$ cat config.mk
export PLATFORM = sky130hd
export DESIGN_NAME = lcsrr_cell
export DESIGN_NICKNAME = d
export VERILOG_FILES = /design/src/rtl/core/lcsrr_pkg.sv /design/src/rtl/core/lcsrr_cell.sv
export SDC_FILE = /design/constraint.sdc
export NUM_CORES = 1
export LEC_CHECK = 0
export BUFFER_PORTS_ARGS = -buffer_cell sky130_fd_sc_hd__buf_2
export CAP_MARGIN = 0
export CORE_ASPECT_RATIO = 0.8
export CORE_UTILIZATION = 45
export CTS_CLUSTER_SIZE = 8
export DETAILED_ROUTE_END_ITERATION = 8
export GPL_TIMING_DRIVEN = 1
export HOLD_SLACK_MARGIN = 0.15
export PLACE_DENSITY = 0.74
export SLEW_MARGIN = 20
export SYNTH_ARGS = -nofsm -noshare
export SYNTH_HDL_FRONTEND = slang
export SYNTH_SLANG_ARGS = --single-unit
$ cat constraint.sdc
create_clock -name clk -period 1.54 [get_ports clk]
set_input_delay 0.154 -clock clk [delete_from_list [all_inputs] [get_ports clk]]
set_output_delay 0.154 -clock clk [all_outputs]
set_load 0.05 [all_outputs]
$ cat src/rtl/core/lcsrr_pkg.sv
`timescale 1ns / 1ps
// ----------------------------------------------------------------------------
// lcsrr_pkg
// Shared constants and types for the rolling-row LCS length block.
// ----------------------------------------------------------------------------
package lcsrr_pkg;

  localparam int MAX_LEN     = 64;
  localparam int SYMBOL_BITS = 8;

  localparam int SYM_IN_W = 8;
  localparam int LEN_W    = 7;
  localparam int SYM_W    = (SYMBOL_BITS < SYM_IN_W) ? SYMBOL_BITS : SYM_IN_W;
  localparam int SCORE_W  = $clog2(MAX_LEN + 1);
  localparam int CNT_W    = $clog2(MAX_LEN + 1);

  typedef logic [SYM_W-1:0]   sym_t;
  typedef logic [SCORE_W-1:0] score_t;
  typedef logic [CNT_W-1:0]   cnt_t;

  // Data handed from one cell to the next each cycle.
  typedef struct packed {
    logic   valid;
    logic   last;
    sym_t   sym;
    score_t left;
    score_t diag;
  } wave_t;

  // Per-cell load/clear control.
  typedef struct packed {
    logic clr;
    logic load;
    sym_t sym;
  } cell_ctl_t;

endpackage

$ cat src/rtl/core/lcsrr_cell.sv
`timescale 1ns / 1ps
// ----------------------------------------------------------------------------
// lcsrr_cell
// One column of the score row: holds a reference symbol and its score,
// updates it as a query symbol passes and forwards the wave to the next cell.
// ----------------------------------------------------------------------------
module lcsrr_cell
  import lcsrr_pkg::*;
(
  input  logic      clk,
  input  logic      rst_n,
  input  cell_ctl_t ctl,
  input  wave_t     wave_in,
  output wave_t     wave_out
);

  logic   active_r, active_nxt;
  sym_t   ref_sym_r;
  score_t score_r, score_nxt;
  score_t new_score;
  wave_t  wave_r, wave_nxt;

  always_comb begin
    if (ref_sym_r == wave_in.sym) begin
      new_score = wave_in.diag + score_t'(1);
    end else if (score_r > wave_in.left) begin
      new_score = score_r;
    end else begin
      new_score = wave_in.left;
    end
  end

  always_comb begin
    active_nxt = active_r;
    score_nxt  = score_r;
    wave_nxt   = wave_in;
    if (ctl.clr) begin
      active_nxt = 1'b0;
      score_nxt  = '0;
    end
    if (ctl.load) begin
      active_nxt = 1'b1;
    end
    if (active_r && wave_in.valid) begin
      score_nxt     = wave_in.last ? score_t'(0) : new_score;
      wave_nxt.left = new_score;
      wave_nxt.diag = score_r;
    end
  end

  always_ff @(posedge clk) begin
    if (!rst_n) begin
      active_r <= 1'b0;
      score_r  <= '0;
      wave_r   <= '0;
    end else begin
      active_r <= active_nxt;
      score_r  <= score_nxt;
      wave_r   <= wave_nxt;
    end
  end

  always_ff @(posedge clk) begin
    if (ctl.load) begin
      ref_sym_r <= ctl.sym;
    end
  end

  assign wave_out = wave_r;

endmodule

==> results.sh <==
export IMPL_drtAntennaViolNets=0
export IMPL_cp_top_family="compound AO/OA/AOI/OAI gates"
export IMPL_critPathCapture="wave_out[10]"
export IMPL_layout_nets=373
export IMPL_cap_violations=0
export IMPL_drc=0
export IMPL_multi_input_area_sq_mm=0.00135
export IMPL_place_congestion=0.870
export IMPL_synth_most_common_cell="dfxtp_1"
export IMPL_core_area_sq_mm=0.00428
export IMPL_die_h_um=62.6
export IMPL_grt_max_degree=18
export IMPL_cts_sinks=40
export IMPL_clock_latency_ns=0.31
export IMPL_grt_total_usage_pct=29.4
export IMPL_cp_depth=7
export IMPL_syn_area_sq_mm=0.00206
export IMPL_instances_no_fill=386
export IMPL_critPathBufInv=1
export IMPL_io_pins=60
export IMPL_fp_row_count=21
export IMPL_worstSetupPathType="flip-flop to flip-flop"
export IMPL_yosysTopAreaCellShare_pct=31.0
export IMPL_worst_pin_slew_ns=0.523
export IMPL_seqCellArea_sq_um=888
export IMPL_clkTransAtPathRegs_ns=0.08
export IMPL_hp_class="input port to flip-flop"
export IMPL_hpwl_um=3900
export IMPL_synthFlopType="dfxtp_1"
export IMPL_synth_area_per_cell_sq_um=10.5
export IMPL_seq_area_frac_synth_pct=42.7
export IMPL_finalCritPeriodShare_pct=123
export IMPL_synth_edff_count=8
export IMPL_numPortBuffers=59
export IMPL_clock_path_buffers=2
export IMPL_cp_startpoint="score_r[3]"
export IMPL_layout_setup_ws_ns=-0.348
export IMPL_dieArea_sq_mm=0.00486
export IMPL_vdd_ir_drop_max_mv=0.694
export IMPL_viasPerCell=5.95
export IMPL_first_pass_iters=5
export IMPL_r2r_slack_ns=-0.35
export IMPL_yosys_top_cells_area="dfxtp_1 31%, edfxtp_1 12%, xnor2_2 6.3%"
export IMPL_leakagePower_nw=1.56
export IMPL_ys_seq_elements=40
export IMPL_rsz0062_at_grt="yes"
export IMPL_die_x_um=77.7
export IMPL_cts_root_buf="clkbuf_8"
export IMPL_crit_path_max_incr_delay_ns=0.34
export IMPL_dp_cells=340
export IMPL_cts_tree="done"
export IMPL_finalWirelength_um=7490
export IMPL_r2r_start="score_r[3]"
export IMPL_skew_ns=0.00757
export IMPL_r2r_cells=7
export IMPL_drive_gt1_share_pct=53.2
export IMPL_cts_buffers=5
export IMPL_vias=2297
export IMPL_slowest_stage="dfxtp_1"
export IMPL_violations="negative setup slack"
export IMPL_crit_fanout=6
export IMPL_critPathArrivalTime_ns=2.10
export IMPL_synthesis_yosys_warnings=0
export IMPL_fillers=250
export IMPL_min_period_ns=1.89
export IMPL_slew_violations=0
export IMPL_timing_rr_end="wave_out[10]"
export IMPL_timing_fmax_mhz=530
export IMPL_grt_pass1_vias=2147
export IMPL_end_kind="flip-flop"
export IMPL_syn_nets=240
export IMPL_worstPathRequired_ns=1.75
export IMPL_synth_commonest_cells="32 x dfxtp_1, 20 x nand2_1, 18 x a21oi_1"
export IMPL_start_util_pct=48.2
export IMPL_slew_headroom_pct=64.9
export IMPL_startpoint_type="flip-flop"
export IMPL_postLayoutCoreUtil_pct=79.3
export IMPL_powerDensity_mw_per_mm2=852
export IMPL_first_iter_violations=236
export IMPL_antenna_found_initial=0
export IMPL_finalHoldViolations=0
export IMPL_antenna_diode_count=0
export IMPL_avgRoutedWirePerCell_um=19.4
export IMPL_path_cells="ha_1 > nand4_1 > or2_4 > o21a_4 > buf_4 > a21o_1 > a221oi_2"
export IMPL_syn_to_final_growth_pct=64.6
export IMPL_htree_levels=2
export IMPL_outcome="finished, violations left"
export IMPL_grt_first_pass_wirelength_um=10700
export IMPL_ys_types=45
export IMPL_overflow=0
export IMPL_synth_largest_area_cell="dfxtp_1"
export IMPL_setup_viol=14
export IMPL_synth_async_reset_ratio_pct=0
export IMPL_netlist_instances=196
==> cells by family (layout without fill, tap and decap cells) <==
logic type                 count (synthesis)  count (layout)  share of synthesized area (%)
AOI/OAI and AO/OA                         59              59                           21.4
xor gates and xnor gates                  12              12                           8.00
adders and majority gates                  8               8                           4.85
buffers and inverters                     17             148                           4.30
DFF                                       40              40                           42.7
and+or+nand+nor                           60              62                           18.7
==> placed cells by master, fill, tap and decap left out, types with 2 or more instances in the layout <==
cell type | Yosys | routed
nand2_1 | 20 | 18
inv_1 | 9 | 9
a21o_1 | 5 | 5
a221oi_2 | 6 | 6
dlygate4sd3_1 | 0 | 24
ha_4 | 0 | 4
o31ai_4 | 0 | 2
bufinv_16 | 0 | 2
a21oi_2 | 0 | 3
dfxtp_1 | 32 | 26
ha_1 | 8 | 4
xnor2_2 | 8 | 8
a21oi_1 | 18 | 15
clkbuf_8 | 0 | 5
o211ai_1 | 2 | 2
nand3_1 | 8 | 7
nor2_1 | 2 | 2
o31ai_1 | 5 | 2
edfxtp_1 | 8 | 8
o21ai_4 | 1 | 2
nor3_1 | 5 | 3
dfxtp_2 | 0 | 6
o21ai_1 | 3 | 2
nand4_4 | 2 | 2
a22o_1 | 4 | 4
a31oi_4 | 0 | 2
buf_6 | 3 | 4
o21ai_2 | 0 | 4
and4_4 | 2 | 3
buf_2 | 2 | 59
buf_4 | 0 | 43
nor3_2 | 3 | 3
nor3_4 | 1 | 3
xnor2_1 | 3 | 3
and2_1 | 11 | 11
==> worst min-delay path by stage <==
stage               startpoint            to  slack [ns]  cells after the start
CTS                 wave_in[0]   wave_out[0]        0.15                      3
global route        wave_in[0]   wave_out[0]        0.19                      3
global placement        ctl[3]  ref_sym_r[3]        0.33                      1
floorplan               ctl[0]  ref_sym_r[0]        0.25                      0
finish              wave_in[0]   wave_out[0]        0.18                      3
detailed placement      ctl[7]  ref_sym_r[7]        0.33                      1
==> final cells by class <==
cell class | count | area share [%]
Timing Repair Buffer | 131 | 27.2
Clock inverter | 2 | 1.77
Inverter | 10 | 1.10
Clock buffer | 5 | 2.03
Multi-Input combinational cell | 141 | 39.7
Tap cell | 57 | 2.10
Sequential cell | 40 | 26.2
==> per-stage QoR <==
step,setup slack (ns),hold WS (ns),cell area [sq um],setup TNS [ns],total power [mW]
after floorplan,-0.0949,0.253,2100,-0.681,1.52
after global placement,-0.186,0.331,2680,-2.03,1.70
after detailed placement,-0.230,0.332,2680,-2.45,1.71
after CTS,-0.235,0.150,3250,-2.23,2.81
after global routing,-0.376,0.192,3400,-4.28,2.98
final,-0.348,0.184,3400,-3.65,2.89
==> metal layers <==
metal	track usage, %	share of wire (%)	wire [um]	up-vias
met2	48.3	46	3440	166
met5	0	0	0	-
met4	12.0	5.0	378	0
met1	35.5	39	2890	1081
met3	9.20	10	780	52
li1	-	-	-	998
==> state kept, by name (all words and copies together), names as in the netlist <==
| register | count |
|---|---|
| wave_out | 24 |
| score_r | 7 |
| active_r | 1 |
| ref_sym_r | 8 |
==> report_power, final <==
part,leakage (nW),switching (mW),internal [mW]
sequential,0.346,0.0244,1.13
combinational,1.15,0.416,0.297
clock,0.0642,0.391,0.638
total,1.56,0.831,2.06
==> worst min-delay path, delay by kind of cell <==
| kind | cells | cell delay (ns) |
|---|---|---|
| compound gates | 1 | 0.06 |
| buf+inv | 1 | 0.16 |
| simple gates | 1 | 0.07 |
==> timing repair <==
| action | in CTS | in global routing |
|---|---|---|
| hold buffers | 24 | 0 |
| endpoints found under the hold margin | 24 | 0 |
| setup buffers | 8 | 5 |
| gates cloned | 1 | 1 |
| resized for setup | 27 | 18 |
| pin swaps | 20 | 18 |
| endpoints found under the setup margin | 14 | 14 |
Power figures use the tool's default switching activity.
